$ cat src/hdl/mfet_pkg.sv
// Shared types, constants and step codes for the magnet fractal escape-time block.
// No dependencies; every other file of the block imports this package.
`timescale 1ns / 1ps

package mfet_pkg;

	// Number formats
	localparam int FRAC  = 28;               // fraction bits of every value
	localparam int WW    = 44;               // wide intermediate, signed Q16.28
	localparam int QW    = 32;               // c and z, signed Q4.28
	localparam int XW    = 48;               // headroom for sums before saturation
	localparam int PW    = 10;               // pixel coordinate width
	localparam int IW    = 7;                // iteration count field width
	localparam int ZW    = 31;               // zoom register width

	// Multiplier: full product of two magnitudes, one chunk of b per cycle
	localparam int PRW    = 2 * WW;
	localparam int MCH    = 11;
	localparam int MSTEPS = WW / MCH;

	// Divider: long division of a (WW+FRAC)-bit dividend, one quotient bit per cycle
	localparam int DNW   = WW + FRAC;
	localparam int QBW   = WW - 1;

	localparam logic signed [WW-1:0] WIDE_MAX = {1'b0, {(WW-1){1'b1}}};
	localparam logic signed [WW-1:0] WIDE_MIN = {1'b1, {(WW-1){1'b0}}};
	localparam logic signed [QW-1:0] Q_MAX    = {1'b0, {(QW-1){1'b1}}};
	localparam logic signed [QW-1:0] Q_MIN    = {1'b1, {(QW-1){1'b0}}};
	localparam logic signed [XW-1:0] ONE_X    = XW'(64'sd1 <<< FRAC);

	// Configuration port
	localparam int CFG_IW = 2;
	localparam int CFG_DW = 32;
	localparam logic [CFG_IW-1:0] REG_ZOOM      = 2'd0;
	localparam logic [CFG_IW-1:0] REG_OFFSET_RE = 2'd1;
	localparam logic [CFG_IW-1:0] REG_OFFSET_IM = 2'd2;

	localparam logic [ZW-1:0]        ZOOM_RST   = 31'h4000_0000;
	localparam logic signed [QW-1:0] OFFSET_RST = '0;

	// Parameter defaults
	localparam int DEF_IMG_WIDTH  = 1024;
	localparam int DEF_IMG_HEIGHT = 1024;
	localparam int DEF_MAX_ITER   = 100;

	// Datapath steps, issued in order by the controller
	localparam int STEP_W = 5;
	localparam logic [STEP_W-1:0] STEP_MAPX_MUL = 5'd0;
	localparam logic [STEP_W-1:0] STEP_MAPX_DIV = 5'd1;
	localparam logic [STEP_W-1:0] STEP_MAPY_MUL = 5'd2;
	localparam logic [STEP_W-1:0] STEP_MAPY_DIV = 5'd3;
	localparam logic [STEP_W-1:0] STEP_ZZ0      = 5'd4;
	localparam logic [STEP_W-1:0] STEP_ZZ1      = 5'd5;
	localparam logic [STEP_W-1:0] STEP_CHK      = 5'd6;
	localparam logic [STEP_W-1:0] STEP_Z01      = 5'd7;
	localparam logic [STEP_W-1:0] STEP_DD0      = 5'd8;
	localparam logic [STEP_W-1:0] STEP_DD1      = 5'd9;
	localparam logic [STEP_W-1:0] STEP_ND00     = 5'd10;
	localparam logic [STEP_W-1:0] STEP_ND11     = 5'd11;
	localparam logic [STEP_W-1:0] STEP_ND10     = 5'd12;
	localparam logic [STEP_W-1:0] STEP_ND01     = 5'd13;
	localparam logic [STEP_W-1:0] STEP_DIVA     = 5'd14;
	localparam logic [STEP_W-1:0] STEP_DIVB     = 5'd15;
	localparam logic [STEP_W-1:0] STEP_QQ0      = 5'd16;
	localparam logic [STEP_W-1:0] STEP_QQ1      = 5'd17;
	localparam logic [STEP_W-1:0] STEP_QQ01     = 5'd18;

	typedef struct packed {
		logic              load;   // input transfer: capture pixel, clear z
		logic              start;  // launch the step below
		logic [STEP_W-1:0] step;
	} cmd_t;

	typedef struct packed {
		logic done;   // step finished, results written
		logic stop;   // last check found escape or zero denominator
	} stat_t;

endpackage

$ cat src/hdl/mfet_if.sv
// Valid/ready channel interfaces for pixel input and escape-time results.
// Depends on mfet_pkg for field widths.
`timescale 1ns / 1ps

interface mfet_pix_if;
	import mfet_pkg::*;
	logic          valid;
	logic          ready;
	logic [PW-1:0] pixel_x;
	logic [PW-1:0] pixel_y;
	modport source (output valid, output pixel_x, output pixel_y, input ready);
	modport sink   (input valid, input pixel_x, input pixel_y, output ready);
endinterface

interface mfet_res_if;
	import mfet_pkg::*;
	logic          valid;
	logic          ready;
	logic [PW-1:0] out_x;
	logic [PW-1:0] out_y;
	logic [IW-1:0] iterations;
	modport source (output valid, output out_x, output out_y, output iterations, input ready);
	modport sink   (input valid, input out_x, input out_y, input iterations, output ready);
endinterface

$ cat src/hdl/mfet_mul.sv
// Multi-cycle unsigned multiplier: full product of two magnitudes, one chunk per cycle.
// Depends on mfet_pkg.
`timescale 1ns / 1ps

module mfet_mul (
	input  logic                     clk,
	input  logic                     arst_n,
	input  logic                     start,
	input  logic [mfet_pkg::WW-1:0]  a,
	input  logic [mfet_pkg::WW-1:0]  b,
	output logic                     done,
	output logic [mfet_pkg::PRW-1:0] prod
);
	import mfet_pkg::*;

	localparam int CW = $clog2(MSTEPS);

	logic [WW-1:0]     a_q, b_q;
	logic [PRW-1:0]    acc_q;
	logic [CW-1:0]     cnt_q;
	logic              busy_q, done_q;
	logic [WW+MCH-1:0] pp;

	// Partial product of a with the top chunk of b
	assign pp = {{MCH{1'b0}}, a_q} * {{WW{1'b0}}, b_q[WW-1 -: MCH]};

	// Shift in one chunk per cycle, most significant first
	always_ff @(posedge clk or negedge arst_n) begin
		if (!arst_n) begin
			busy_q <= 1'b0;
			done_q <= 1'b0;
			cnt_q  <= '0;
		end else begin
			done_q <= busy_q && (cnt_q == CW'(MSTEPS - 1));
			if (start) begin
				busy_q <= 1'b1;
				cnt_q  <= '0;
			end else if (busy_q) begin
				cnt_q <= cnt_q + 1'b1;
				if (cnt_q == CW'(MSTEPS - 1)) busy_q <= 1'b0;
			end
		end
	end

	always_ff @(posedge clk) begin
		if (start) begin
			a_q   <= a;
			b_q   <= b;
			acc_q <= '0;
		end else if (busy_q) begin
			acc_q <= (acc_q << MCH) + PRW'(pp);
			b_q   <= b_q << MCH;
		end
	end

	assign done = done_q;
	assign prod = acc_q;

endmodule

$ cat src/hdl/mfet_div.sv
// Restoring divider, one quotient bit per cycle; quotient must fit QBW bits.
// Depends on mfet_pkg.
`timescale 1ns / 1ps

module mfet_div (
	input  logic                     clk,
	input  logic                     arst_n,
	input  logic                     start,
	input  logic [mfet_pkg::DNW-1:0] num,
	input  logic [mfet_pkg::WW-1:0]  den,
	output logic                     done,
	output logic [mfet_pkg::QBW-1:0] quo
);
	import mfet_pkg::*;

	localparam int CW = $clog2(QBW);

	logic [WW-1:0]  r_q, den_q;
	logic [QBW-1:0] n_q, q_q;
	logic [CW-1:0]  cnt_q;
	logic           busy_q, done_q;
	logic [WW:0]    t, diff;
	logic           ge;

	// Trial subtract of the divisor from the shifted remainder
	assign t    = {r_q, n_q[QBW-1]};
	assign diff = t - {1'b0, den_q};
	assign ge   = t >= {1'b0, den_q};

	always_ff @(posedge clk or negedge arst_n) begin
		if (!arst_n) begin
			busy_q <= 1'b0;
			done_q <= 1'b0;
			cnt_q  <= '0;
		end else begin
			done_q <= busy_q && (cnt_q == CW'(QBW - 1));
			if (start) begin
				busy_q <= 1'b1;
				cnt_q  <= '0;
			end else if (busy_q) begin
				cnt_q <= cnt_q + 1'b1;
				if (cnt_q == CW'(QBW - 1)) busy_q <= 1'b0;
			end
		end
	end

	always_ff @(posedge clk) begin
		if (start) begin
			r_q   <= {{(WW - (DNW - QBW)){1'b0}}, num[DNW-1:QBW]};
			n_q   <= num[QBW-1:0];
			den_q <= den;
			q_q   <= '0;
		end else if (busy_q) begin
			r_q <= ge ? diff[WW-1:0] : t[WW-1:0];
			n_q <= n_q << 1;
			q_q <= {q_q[QBW-2:0], ge};
		end
	end

	assign done = done_q;
	assign quo  = q_q;

endmodule

$ cat src/hdl/mfet_dp.sv
// Datapath: value registers, operand selection, saturation, shared multiplier and divider.
// Depends on mfet_pkg, mfet_mul and mfet_div.
`timescale 1ns / 1ps

module mfet_dp #(
	parameter int IMG_WIDTH  = mfet_pkg::DEF_IMG_WIDTH,
	parameter int IMG_HEIGHT = mfet_pkg::DEF_IMG_HEIGHT
) (
	input  logic                           clk,
	input  logic                           arst_n,
	input  mfet_pkg::cmd_t                 cmd,
	input  logic [mfet_pkg::PW-1:0]        pixel_x,
	input  logic [mfet_pkg::PW-1:0]        pixel_y,
	input  logic [mfet_pkg::ZW-1:0]        zoom,
	input  logic signed [mfet_pkg::QW-1:0] offset_re,
	input  logic signed [mfet_pkg::QW-1:0] offset_im,
	output mfet_pkg::stat_t                status,
	output logic [mfet_pkg::PW-1:0]        px,
	output logic [mfet_pkg::PW-1:0]        py
);
	import mfet_pkg::*;

	typedef logic signed [WW-1:0] wide_t;
	typedef logic signed [XW-1:0] ext_t;
	typedef logic signed [QW-1:0] q_t;

	function automatic ext_t x48(input wide_t v);
		return ext_t'(v);
	endfunction

	function automatic wide_t sat_wide(input ext_t v);
		if (v > x48(WIDE_MAX)) return WIDE_MAX;
		if (v < x48(WIDE_MIN)) return WIDE_MIN;
		return wide_t'(v);
	endfunction

	function automatic q_t sat_q(input ext_t v);
		if (v > ext_t'(Q_MAX)) return Q_MAX;
		if (v < ext_t'(Q_MIN)) return Q_MIN;
		return q_t'(v);
	endfunction

	function automatic logic [WW-1:0] mag(input wide_t v);
		return v[WW-1] ? -v : v;
	endfunction

	// Truncated Q.28 product from the magnitude product, signed and saturated
	function automatic wide_t fmul_fin(input logic [PRW-1:0] p, input logic neg);
		logic [PRW-FRAC-1:0] m;
		logic [PRW-FRAC-1:0] lim;
		m   = p[PRW-1:FRAC];
		lim = (PRW-FRAC)'(1) << (WW - 1);
		if (neg) return (m > lim) ? WIDE_MIN : -wide_t'(m[WW-1:0]);
		return (m >= lim) ? WIDE_MAX : wide_t'(m[WW-1:0]);
	endfunction

	// Value registers
	logic [PW-1:0]  px_q, py_q;
	q_t             c0_q, c1_q, z0_q, z1_q;
	wide_t          d0_q, d1_q, n0_q, n1_q, gd_q, a_q, b_q, q0_q, q1_q, p0_q, p1_q;
	logic [WW-1:0]  mp_q;
	logic           neg_q;
	logic [STEP_W-1:0] step_q;
	logic           imm_q, stop_q;

	// Unit hookup
	wide_t          ma, mb;
	logic           is_mul, is_fdiv, is_map_div;
	logic           mul_go, div_go, div_sat, imm_go;
	logic           mul_done, div_done;
	logic [PRW-1:0] prod;
	logic [DNW-1:0] dnum;
	logic [WW-1:0]  dden;
	logic [QBW-1:0] quo;
	wide_t          dn, dx, dy, satv, r, qs, sv;
	logic [WW-1:0]  dn_mag;

	// Check step values
	wide_t d0n, d1n, n0n;
	logic  esc;

	assign dx = wide_t'({{(WW-PW){1'b0}}, px_q}) - wide_t'(IMG_WIDTH / 2);
	assign dy = wide_t'({{(WW-PW){1'b0}}, py_q}) - wide_t'(IMG_HEIGHT / 2);

	// Select multiplier operands for the step being launched
	always_comb begin
		ma     = '0;
		mb     = '0;
		is_mul = 1'b1;
		case (cmd.step)
			STEP_MAPX_MUL: begin ma = dx; mb = wide_t'({{(WW-ZW){1'b0}}, zoom}); end
			STEP_MAPY_MUL: begin ma = dy; mb = wide_t'({{(WW-ZW){1'b0}}, zoom}); end
			STEP_ZZ0:  begin ma = wide_t'(z0_q); mb = wide_t'(z0_q); end
			STEP_ZZ1:  begin ma = wide_t'(z1_q); mb = wide_t'(z1_q); end
			STEP_Z01:  begin ma = wide_t'(z0_q); mb = wide_t'(z1_q); end
			STEP_DD0:  begin ma = d0_q; mb = d0_q; end
			STEP_DD1:  begin ma = d1_q; mb = d1_q; end
			STEP_ND00: begin ma = n0_q; mb = d0_q; end
			STEP_ND11: begin ma = n1_q; mb = d1_q; end
			STEP_ND10: begin ma = n1_q; mb = d0_q; end
			STEP_ND01: begin ma = n0_q; mb = d1_q; end
			STEP_QQ0:  begin ma = q0_q; mb = q0_q; end
			STEP_QQ1:  begin ma = q1_q; mb = q1_q; end
			STEP_QQ01: begin ma = q0_q; mb = q1_q; end
			default:   is_mul = 1'b0;
		endcase
	end

	// Select divider operands: pixel mapping or complex quotient
	always_comb begin
		is_fdiv    = 1'b0;
		is_map_div = 1'b0;
		dn         = '0;
		dnum       = {{FRAC{1'b0}}, mp_q};
		dden       = WW'(IMG_WIDTH);
		case (cmd.step)
			STEP_MAPX_DIV: is_map_div = 1'b1;
			STEP_MAPY_DIV: begin is_map_div = 1'b1; dden = WW'(IMG_HEIGHT); end
			STEP_DIVA:     begin is_fdiv = 1'b1; dn = a_q; end
			STEP_DIVB:     begin is_fdiv = 1'b1; dn = b_q; end
			default:       ;
		endcase
		if (is_fdiv) begin
			dnum = {mag(dn), {FRAC{1'b0}}};
			dden = gd_q;
		end
	end

	assign dn_mag  = mag(dn);
	// Zero modulus or a quotient too large for the wide range
	assign div_sat = is_fdiv && ((gd_q == '0) ||
		({{(QW-FRAC-1+WW-QW+4){1'b0}}, dn_mag} >= {gd_q, {(WW-FRAC-1){1'b0}}}));
	assign satv    = (dn > 0) ? WIDE_MAX : ((dn < 0) ? WIDE_MIN : '0);

	assign mul_go = cmd.start && is_mul;
	assign div_go = cmd.start && (is_map_div || (is_fdiv && !div_sat));
	assign imm_go = cmd.start && ((cmd.step == STEP_CHK) || div_sat);

	mfet_mul u_mul (
		.clk    (clk),
		.arst_n (arst_n),
		.start  (mul_go),
		.a      (mag(ma)),
		.b      (mag(mb)),
		.done   (mul_done),
		.prod   (prod)
	);

	mfet_div u_div (
		.clk    (clk),
		.arst_n (arst_n),
		.start  (div_go),
		.num    (dnum),
		.den    (dden),
		.done   (div_done),
		.quo    (quo)
	);

	assign r  = fmul_fin(prod, neg_q);
	assign qs = wide_t'({1'b0, quo});
	assign sv = neg_q ? -qs : qs;

	// Escape test, denominator and real numerator
	assign d0n = (wide_t'(z0_q) <<< 1) + wide_t'(c0_q) - wide_t'(ONE_X <<< 1);
	assign d1n = (wide_t'(z1_q) <<< 1) + wide_t'(c1_q);
	assign n0n = sat_wide(x48(p0_q) - x48(p1_q) + ext_t'(c0_q) - ONE_X);
	assign esc = ((x48(p0_q) + x48(p1_q)) >= (ONE_X <<< 2)) || ((d0n == '0) && (d1n == '0));

	// Control flags
	always_ff @(posedge clk or negedge arst_n) begin
		if (!arst_n) begin
			imm_q  <= 1'b0;
			stop_q <= 1'b0;
		end else begin
			imm_q <= imm_go;
			if (cmd.start && cmd.step == STEP_CHK) stop_q <= esc;
		end
	end

	// Value registers: load, launch and write back
	always_ff @(posedge clk) begin
		if (cmd.load) begin
			px_q <= pixel_x;
			py_q <= pixel_y;
			z0_q <= '0;
			z1_q <= '0;
		end
		if (cmd.start) begin
			step_q <= cmd.step;
			if (is_mul) neg_q <= ma[WW-1] ^ mb[WW-1];
			if (is_fdiv) neg_q <= dn[WW-1];
			if (cmd.step == STEP_CHK) begin
				d0_q <= d0n;
				d1_q <= d1n;
				n0_q <= n0n;
			end
			if (div_sat && cmd.step == STEP_DIVA) q0_q <= satv;
			if (div_sat && cmd.step == STEP_DIVB) q1_q <= satv;
		end
		if (mul_done) begin
			case (step_q)
				STEP_MAPX_MUL, STEP_MAPY_MUL: mp_q <= prod[WW-1:0];
				STEP_ZZ0, STEP_DD0, STEP_ND00, STEP_ND10, STEP_QQ0: p0_q <= r;
				STEP_ZZ1:  p1_q <= r;
				STEP_Z01:  n1_q <= sat_wide((x48(r) <<< 1) + ext_t'(c1_q));
				STEP_DD1:  gd_q <= sat_wide(x48(p0_q) + x48(r));
				STEP_ND11: a_q  <= sat_wide(x48(p0_q) + x48(r));
				STEP_ND01: b_q  <= sat_wide(x48(p0_q) - x48(r));
				STEP_QQ1:  z0_q <= sat_q(x48(p0_q) - x48(r));
				STEP_QQ01: z1_q <= sat_q(x48(r) <<< 1);
				default:   ;
			endcase
		end
		if (div_done) begin
			case (step_q)
				STEP_MAPX_DIV: c0_q <= sat_q(x48(sv) + ext_t'(offset_re));
				STEP_MAPY_DIV: c1_q <= sat_q(x48(sv) + ext_t'(offset_im));
				STEP_DIVA:     q0_q <= sv;
				STEP_DIVB:     q1_q <= sv;
				default:       ;
			endcase
		end
	end

	assign status.done = imm_q | mul_done | div_done;
	assign status.stop = stop_q;
	assign px = px_q;
	assign py = py_q;

endmodule

$ cat src/hdl/mfet_ctrl.sv
// Controller: sequences datapath steps per pixel and counts iterations.
// Depends on mfet_pkg.
`timescale 1ns / 1ps

module mfet_ctrl #(
	parameter int MAX_ITER = mfet_pkg::DEF_MAX_ITER
) (
	input  logic                    clk,
	input  logic                    arst_n,
	input  logic                    in_valid,
	output logic                    in_ready,
	input  logic                    out_free,
	output logic                    emit,
	output logic [mfet_pkg::IW-1:0] iter,
	output mfet_pkg::cmd_t          cmd,
	input  mfet_pkg::stat_t         status
);
	import mfet_pkg::*;

	localparam int CW = $clog2(MAX_ITER + 1);

	localparam logic [1:0] ST_IDLE  = 2'd0;
	localparam logic [1:0] ST_ISSUE = 2'd1;
	localparam logic [1:0] ST_WAIT  = 2'd2;
	localparam logic [1:0] ST_OUT   = 2'd3;

	logic [1:0]        state_q;
	logic [STEP_W-1:0] step_q;
	logic [CW-1:0]     cnt_q;

	assign in_ready  = (state_q == ST_IDLE);
	assign cmd.load  = in_valid && in_ready;
	assign cmd.start = (state_q == ST_ISSUE);
	assign cmd.step  = step_q;
	assign emit      = (state_q == ST_OUT) && out_free;
	assign iter      = IW'(cnt_q);

	// Advance through the step list; loop back after each full iteration
	always_ff @(posedge clk or negedge arst_n) begin
		if (!arst_n) begin
			state_q <= ST_IDLE;
			step_q  <= STEP_MAPX_MUL;
			cnt_q   <= '0;
		end else begin
			case (state_q)
				ST_IDLE: begin
					if (cmd.load) begin
						step_q  <= STEP_MAPX_MUL;
						cnt_q   <= '0;
						state_q <= ST_ISSUE;
					end
				end
				ST_ISSUE: state_q <= ST_WAIT;
				ST_WAIT: begin
					if (status.done) begin
						if (step_q == STEP_CHK && status.stop) begin
							state_q <= ST_OUT;
						end else if (step_q == STEP_QQ01) begin
							cnt_q <= cnt_q + 1'b1;
							if (cnt_q == CW'(MAX_ITER - 1)) begin
								state_q <= ST_OUT;
							end else begin
								step_q  <= STEP_ZZ0;
								state_q <= ST_ISSUE;
							end
						end else begin
							step_q  <= step_q + 1'b1;
							state_q <= ST_ISSUE;
						end
					end
				end
				ST_OUT: if (emit) state_q <= ST_IDLE;
				default: state_q <= ST_IDLE;
			endcase
		end
	end

	a_cnt_limit: assert property (@(posedge clk) disable iff (!arst_n)
		cnt_q <= CW'(MAX_ITER))
		else $error("iteration count past limit");
	a_issue_wait: assert property (@(posedge clk) disable iff (!arst_n)
		state_q == ST_ISSUE |=> state_q == ST_WAIT)
		else $error("launch not followed by wait");
	a_done_wait: assert property (@(posedge clk) disable iff (!arst_n)
		status.done |-> state_q == ST_WAIT)
		else $error("step done outside wait");
	a_emit_idle: assert property (@(posedge clk) disable iff (!arst_n)
		emit |=> in_ready)
		else $error("not idle after result");

endmodule

$ cat src/hdl/magnet_fractal_escape_time_top.sv
// Magnet type I escape-time unit: one pixel in, one iteration count out.
// A pixel runs until its point escapes, hits a zero denominator or reaches MAX_ITER iterations.
// Each iteration issues twelve products on one multiplier (44x11 bits per cycle) and two
// quotients on one divider (one bit per cycle; a saturating quotient skips the divider).
// The pixel mapping costs one product and one quotient per axis. Pixels are handled
// one at a time; a finished result waits in an output register while the next pixel runs.
// Depends on mfet_pkg, mfet_if, mfet_ctrl and mfet_dp.
`timescale 1ns / 1ps

module magnet_fractal_escape_time_top #(
	parameter int IMG_WIDTH  = mfet_pkg::DEF_IMG_WIDTH,
	parameter int IMG_HEIGHT = mfet_pkg::DEF_IMG_HEIGHT,
	parameter int MAX_ITER   = mfet_pkg::DEF_MAX_ITER
) (
	input  logic                        clk,
	input  logic                        arst_n,
	mfet_pix_if.sink                    pix,
	mfet_res_if.source                  res,
	input  logic                        cfg_we,
	input  logic [mfet_pkg::CFG_IW-1:0] cfg_index,
	input  logic [mfet_pkg::CFG_DW-1:0] cfg_data
);
	import mfet_pkg::*;

	logic [ZW-1:0]        zoom_q;
	logic signed [QW-1:0] off_re_q, off_im_q;
	cmd_t                 cmd;
	stat_t                status;
	logic                 emit, out_free;
	logic [IW-1:0]        iter;
	logic [PW-1:0]        px, py;
	logic                 res_valid_q;
	logic [PW-1:0]        res_x_q, res_y_q;
	logic [IW-1:0]        res_it_q;

	// Configuration registers; unknown indexes drop
	always_ff @(posedge clk or negedge arst_n) begin
		if (!arst_n) begin
			zoom_q   <= ZOOM_RST;
			off_re_q <= OFFSET_RST;
			off_im_q <= OFFSET_RST;
		end else if (cfg_we) begin
			case (cfg_index)
				REG_ZOOM:      zoom_q   <= cfg_data[ZW-1:0];
				REG_OFFSET_RE: off_re_q <= cfg_data[QW-1:0];
				REG_OFFSET_IM: off_im_q <= cfg_data[QW-1:0];
				default:       ;
			endcase
		end
	end

	mfet_ctrl #(.MAX_ITER(MAX_ITER)) u_ctrl (
		.clk      (clk),
		.arst_n   (arst_n),
		.in_valid (pix.valid),
		.in_ready (pix.ready),
		.out_free (out_free),
		.emit     (emit),
		.iter     (iter),
		.cmd      (cmd),
		.status   (status)
	);

	mfet_dp #(.IMG_WIDTH(IMG_WIDTH), .IMG_HEIGHT(IMG_HEIGHT)) u_dp (
		.clk       (clk),
		.arst_n    (arst_n),
		.cmd       (cmd),
		.pixel_x   (pix.pixel_x),
		.pixel_y   (pix.pixel_y),
		.zoom      (zoom_q),
		.offset_re (off_re_q),
		.offset_im (off_im_q),
		.status    (status),
		.px        (px),
		.py        (py)
	);

	// Output register: hold the result until its transfer
	assign out_free = !res_valid_q || res.ready;

	always_ff @(posedge clk or negedge arst_n) begin
		if (!arst_n) begin
			res_valid_q <= 1'b0;
		end else if (emit) begin
			res_valid_q <= 1'b1;
		end else if (res.ready) begin
			res_valid_q <= 1'b0;
		end
	end

	always_ff @(posedge clk) begin
		if (emit) begin
			res_x_q  <= px;
			res_y_q  <= py;
			res_it_q <= iter;
		end
	end

	assign res.valid      = res_valid_q;
	assign res.out_x      = res_x_q;
	assign res.out_y      = res_y_q;
	assign res.iterations = res_it_q;

endmodule
$ cat src/flat_wrapper.sv
// flat-port wrapper written by rule: the top's interface ports become plain ports
module magnet_fractal_escape_time_top_flat import mfet_pkg::*;
#(
	parameter int IMG_WIDTH  = mfet_pkg::DEF_IMG_WIDTH,
	parameter int IMG_HEIGHT = mfet_pkg::DEF_IMG_HEIGHT,
	parameter int MAX_ITER   = mfet_pkg::DEF_MAX_ITER
)
  (clk, arst_n, cfg_we, cfg_index, cfg_data, pix_valid, pix_pixel_x, pix_pixel_y, pix_ready, res_valid, res_out_x, res_out_y, res_iterations, res_ready);
  mfet_pix_if pix_i ();
  mfet_res_if res_i ();
  input  logic clk;
  input  logic arst_n;
  input  logic cfg_we;
  input  logic [mfet_pkg::CFG_IW-1:0] cfg_index;
  input  logic [mfet_pkg::CFG_DW-1:0] cfg_data;
  input wire logic [$bits(pix_i.valid)-1:0] pix_valid;
  input wire logic [$bits(pix_i.pixel_x)-1:0] pix_pixel_x;
  input wire logic [$bits(pix_i.pixel_y)-1:0] pix_pixel_y;
  output wire logic [$bits(pix_i.ready)-1:0] pix_ready;
  output wire logic [$bits(res_i.valid)-1:0] res_valid;
  output wire logic [$bits(res_i.out_x)-1:0] res_out_x;
  output wire logic [$bits(res_i.out_y)-1:0] res_out_y;
  output wire logic [$bits(res_i.iterations)-1:0] res_iterations;
  input wire logic [$bits(res_i.ready)-1:0] res_ready;
  assign pix_i.valid = pix_valid;
  assign pix_i.pixel_x = pix_pixel_x;
  assign pix_i.pixel_y = pix_pixel_y;
  assign pix_ready = pix_i.ready;
  assign res_valid = res_i.valid;
  assign res_out_x = res_i.out_x;
  assign res_out_y = res_i.out_y;
  assign res_iterations = res_i.iterations;
  assign res_i.ready = res_ready;
  magnet_fractal_escape_time_top #(.IMG_WIDTH(IMG_WIDTH), .IMG_HEIGHT(IMG_HEIGHT), .MAX_ITER(MAX_ITER)) u_core (.clk(clk), .arst_n(arst_n), .pix(pix_i), .res(res_i), .cfg_we(cfg_we), .cfg_index(cfg_index), .cfg_data(cfg_data));
endmodule
$ cat config.mk
export PLATFORM = sky130hd
export DESIGN_NAME = magnet_fractal_escape_time_top_flat
export DESIGN_NICKNAME = d
export VERILOG_FILES = /design/src/hdl/mfet_pkg.sv /design/src/hdl/mfet_if.sv /design/src/hdl/mfet_mul.sv /design/src/hdl/mfet_div.sv /design/src/hdl/mfet_dp.sv /design/src/hdl/mfet_ctrl.sv /design/src/hdl/magnet_fractal_escape_time_top.sv /design/src/flat_wrapper.sv
export SDC_FILE = /design/constraint.sdc
export NUM_CORES = 2
export LEC_CHECK = 0
export BUFFER_PORTS_ARGS = -buffer_cell sky130_fd_sc_hd__buf_4
export CORE_ASPECT_RATIO = 1.75
export CORE_MARGIN = 5
export CORE_UTILIZATION = 60
export CTS_BUF_LIST = sky130_fd_sc_hd__clkbuf_8
export CTS_CLUSTER_DIAMETER = 150
export DETAILED_ROUTE_END_ITERATION = 8
export HOLD_SLACK_MARGIN = 0.06
export PLACE_DENSITY_LB_ADDON = 0.1
export RECOVER_POWER = 100
export SKIP_LAST_GASP = 1
export SLEW_MARGIN = 20
export SYNTH_ARGS = -nofsm -noshare
export SYNTH_HDL_FRONTEND = slang
export SYNTH_HIERARCHICAL = 1
export SYNTH_SLANG_ARGS = --single-unit
export TNS_END_PERCENT = 20
$ cat constraint.sdc
create_clock -name clk -period 13.7 [get_ports clk]
set_input_delay 0.685 -clock clk [delete_from_list [all_inputs] [get_ports clk]]
set_output_delay 0.685 -clock clk [all_outputs]
set_load 0.005 [all_outputs]
==> results by group <==
Run status
  – Status: finished, violations left
  – Violated checks: capacitance limit, slew limit

Logic synthesis
  – Predominant post-synthesis flop cell: edfxtp_1
  – Yosys warning count: 6
  – Async set or reset register ratio after synthesis: a little over a tenth
  – Synthesized area divided by synthesized cell count: 9.323 um2
  – Post-synth top area share: a little under a quarter
  – Largest cells by area after synthesis: edfxtp_1, fa_1, ha_1, dfxtp_1, a21oi_1
  – Count of unique library cells instantiated by Yosys: 135
  – Post-synth EDFFs: 742
  – Synth Net Count: 11250
  – Most area-hungry cell type in the Yosys netlist: edfxtp_1
  – Sequential-to-total area share from yosys stat: 33.37%
  – Synthesized area: about 94000 um2
  – Cells after synthesis: between 10000 and 15000
  – Synth Register Bits: around 1200

STA
  – Slew Limit Fails: 1492
  – Tightest slew margin relative to the limit: -189.7%
  – Final total negative setup slack: 0 ps
  – Final setup vio count: 0
  – Setup ws final: 1955 ps
  – Share of the clock period used by the worst path after layout: 85.73%
  – Worst-margin pin slew: 4345 ps
  – Setup repair after global routing missed its margin: false
  – Final worst clock skew: ~85 ps
  – Hold Violations, Final: 0
  – Final critical delay including setup and external delays: 11740 ps
  – Smallest hold slack: 446.8 ps
  – Max Clock Freq: 85.15 MHz

Floorplanning
  – Vertical extent of the die: 533.5 um
  – Number of standard-cell rows in the floorplan: 192
  – Initial standard-cell utilization of the core: 60.17%
  – I/O pin count: 88
  – Placeable core region: 156200 um2
  – Overall die width: 309.1 um
  – Total die area: 164900 um2

GRT
  – Overall global routing resource usage: around 42%
  – Via count of the first global-routing pass: between 80000 and 90000
  – Number of antenna violations at the first check in global routing: 24
  – Aggregate global routing overflow: 0
  – Largest net degree at the start of global routing: 74
  – First-pass GRT wire length: 521200 um

Detailed routing
  – Pre-antenna DRT Iters: 9
  – Routed vias: 81660
  – Starting DRC count in detailed routing: 7955
  – DRT Wirelength: 356500 um
  – DRC errors left: 0
  – Detailed-route vias per instance: approximately 6.7
  – Post-route ant nets: 0
  – Average routed wire per standard cell: between 20 and 30 um

Cells and area
  – Sequential cell area: 31360 um2
  – Leading cell types in the layout, fill and taps excluded: inv_1, nand2_1, a21oi_1, edfxtp_1, ha_1
  – Total number of nets in the final design: 11210
  – Most common cell after layout, fill and taps aside: inv_1
  – Area delta synth->final: 6.967%
  – Share of cells above drive strength 1: 7.575%
  – Multi-input gate area in the final layout: between 50000 and 60000 um2
  – Filler Cells Inserted: 13020

Clock tree
  – Clock root buffer: clkbuf_8
  – Post-cts resize count: 0
  – Number of H-tree levels: 4
  – Maximum buffer depth of the clock tree: 4
  – Clock slew at reported path FFs: approximately 70 ps
  – Insertion delay to the later sink of the worst-skew pair: 980 ps
  – TritonCTS buffer count: around 190
  – Clock tree from TritonCTS: yes
  – Number of clock sinks seen by CTS: approximately 1200
  – Total setup buffers inserted after CTS: 0
  – Count of hold buffers inserted by post-cts repair: 55

Worst setup path
  – Longest individual stage delay on the worst path: 1130 ps
  – Most common cell on crit path: inv_1
  – Sort of element at the start of the critical path: register
  – CP Max Fanout: 40
  – Setup crit end kind: register
  – Required time of the worst setup path: between 10000 and 15000 ps
  – Cell at the slowest stage of the critical path: o31ai_1
  – WP data arrival: 12380 ps
  – Kind of critical path: reg2reg

Placed design
  – Placement-stage worst setup slack: 3726 ps
  – Detailed-placement wirelength estimate: roughly 280000 um
  – Quantity of I/O buffers inserted on ports: 87
  – Final GP Congestion: roughly 1.1

Run
  – Maxcap violations: slightly above 40

Min path
  – Hold/Removal Path Class: reg2reg
-- cell usage after synthesis, drive strengths merged (76+ instances only) --
cell type	number
nor3	162
nor4	76
nand4	117
nand2	946
clkbuf	441
and2	247
o21ai	609
nor2	543
buf	78
a21oi	797
a21o	248
nand3	170
a22oi	133
nor2b	83
xnor2	340
ha	637
fa	473
edfxtp	742
inv	965
mux2	201
dfxtp	298
mux2i	89
xor2	226
o21bai	91
and3	103
a221oi	76
dfrtp	123
-- flip-flops by register name, summed over array words and instances, names as in the netlist, 34 cells and up --
name and count:
u_core/u_dp/a_q 44, u_core/u_dp/b_q 44, u_core/u_dp/d0_q 35, u_core/u_dp/d1_q 34, u_core/u_dp/gd_q 44, u_core/u_dp/mp_q 44, u_core/u_dp/n0_q 44, u_core/u_dp/n1_q 44
u_core/u_dp/p0_q 44, u_core/u_dp/p1_q 44, u_core/u_dp/q0_q 44, u_core/u_dp/q1_q 44, u_core/u_dp/u_div/den_q 44, u_core/u_dp/u_div/n_q 43, u_core/u_dp/u_div/quo 43, u_core/u_dp/u_div/r_q 44
u_core/u_dp/u_mul/a_q 44, u_core/u_dp/u_mul/b_q 44, u_core/u_dp/u_mul/prod 88
-- worst max-delay path: cells and delay by family (launching register included) --
family	cells	cell delay [ps]
simple gates	7	2870
flops	1	410
compound gates	12	4750
buf+inv	7	2840
fa+ha+maj	2	490
-- layer usage --
metal / track usage [%] / share of wire (%)
met1: 41.74 / 31
met2: 72.51 / 48
met3: 8.644 / 7.7
met4: 40.81 / 13
met5: 0 / 0.024
-- cell type report --
type | instances | area share [%]
multi-input combinational | 7426 | 56.69
sequential | 1164 | 31.20
inverter | 969 | 3.620
clock buffer | 218 | 2.986
tap | 2037 | 2.536
timing repair buffer | 295 | 2.083
clock inverter | 119 | 0.8491
antenna | 14 | 0.03486
-- cell families (layout without fill, tap and decap cells) --
family / Yosys count / count (layout) / synth area share [%]
AOI/OAI and AO/OA: 2667 / 2667 / 18.45
xor gates and xnor gates: 566 / 566 / 5.284
adders and majority gates: 1159 / 1159 / 19.08
buffers and inverters: 1488 / 1601 / 6.134
DFF: 1164 / 1164 / 33.37
muxes: 290 / 290 / 3.369
other: 0 / 14 / 0
and+or+nand+nor: 2744 / 2744 / 14.31
-- final timing paths --
check,start,to,slack (ps),cells past startpoint
worst max-delay path,u_core/u_dp/u_mul/prod[28],u_core/u_dp/n1_q[12],1960,28
worst min-delay path,u_core/u_ctrl/iter[6],u_core/res.iterations[6],450,0
worst max register to register,u_core/u_dp/u_mul/prod[28],u_core/u_dp/n1_q[12],1960,28
worst min register to register,u_core/u_ctrl/iter[6],u_core/res.iterations[6],450,0
max in group asynchronous,arst_n,u_core/u_dp/u_div/busy_q,6680,4
min in group asynchronous,arst_n,u_core/off_im_q[2],1260,2
-- stage by stage --
stage / area [um2] / cells / utilization [%]
after CTS: 101000 / 12230 / 64.65
after global routing: 100500 / 12230 / 64.35
after detailed placement: 96550 / 11840 / 61.83
final: 100500 / 12240 / 64.36
after floorplan: 93950 / 10080 / -
after global placement: 96530 / 11830 / 61.82
Power is not shown: default switching activity piles up to over one toggle a cycle in this logic, so the estimate is an artifact.
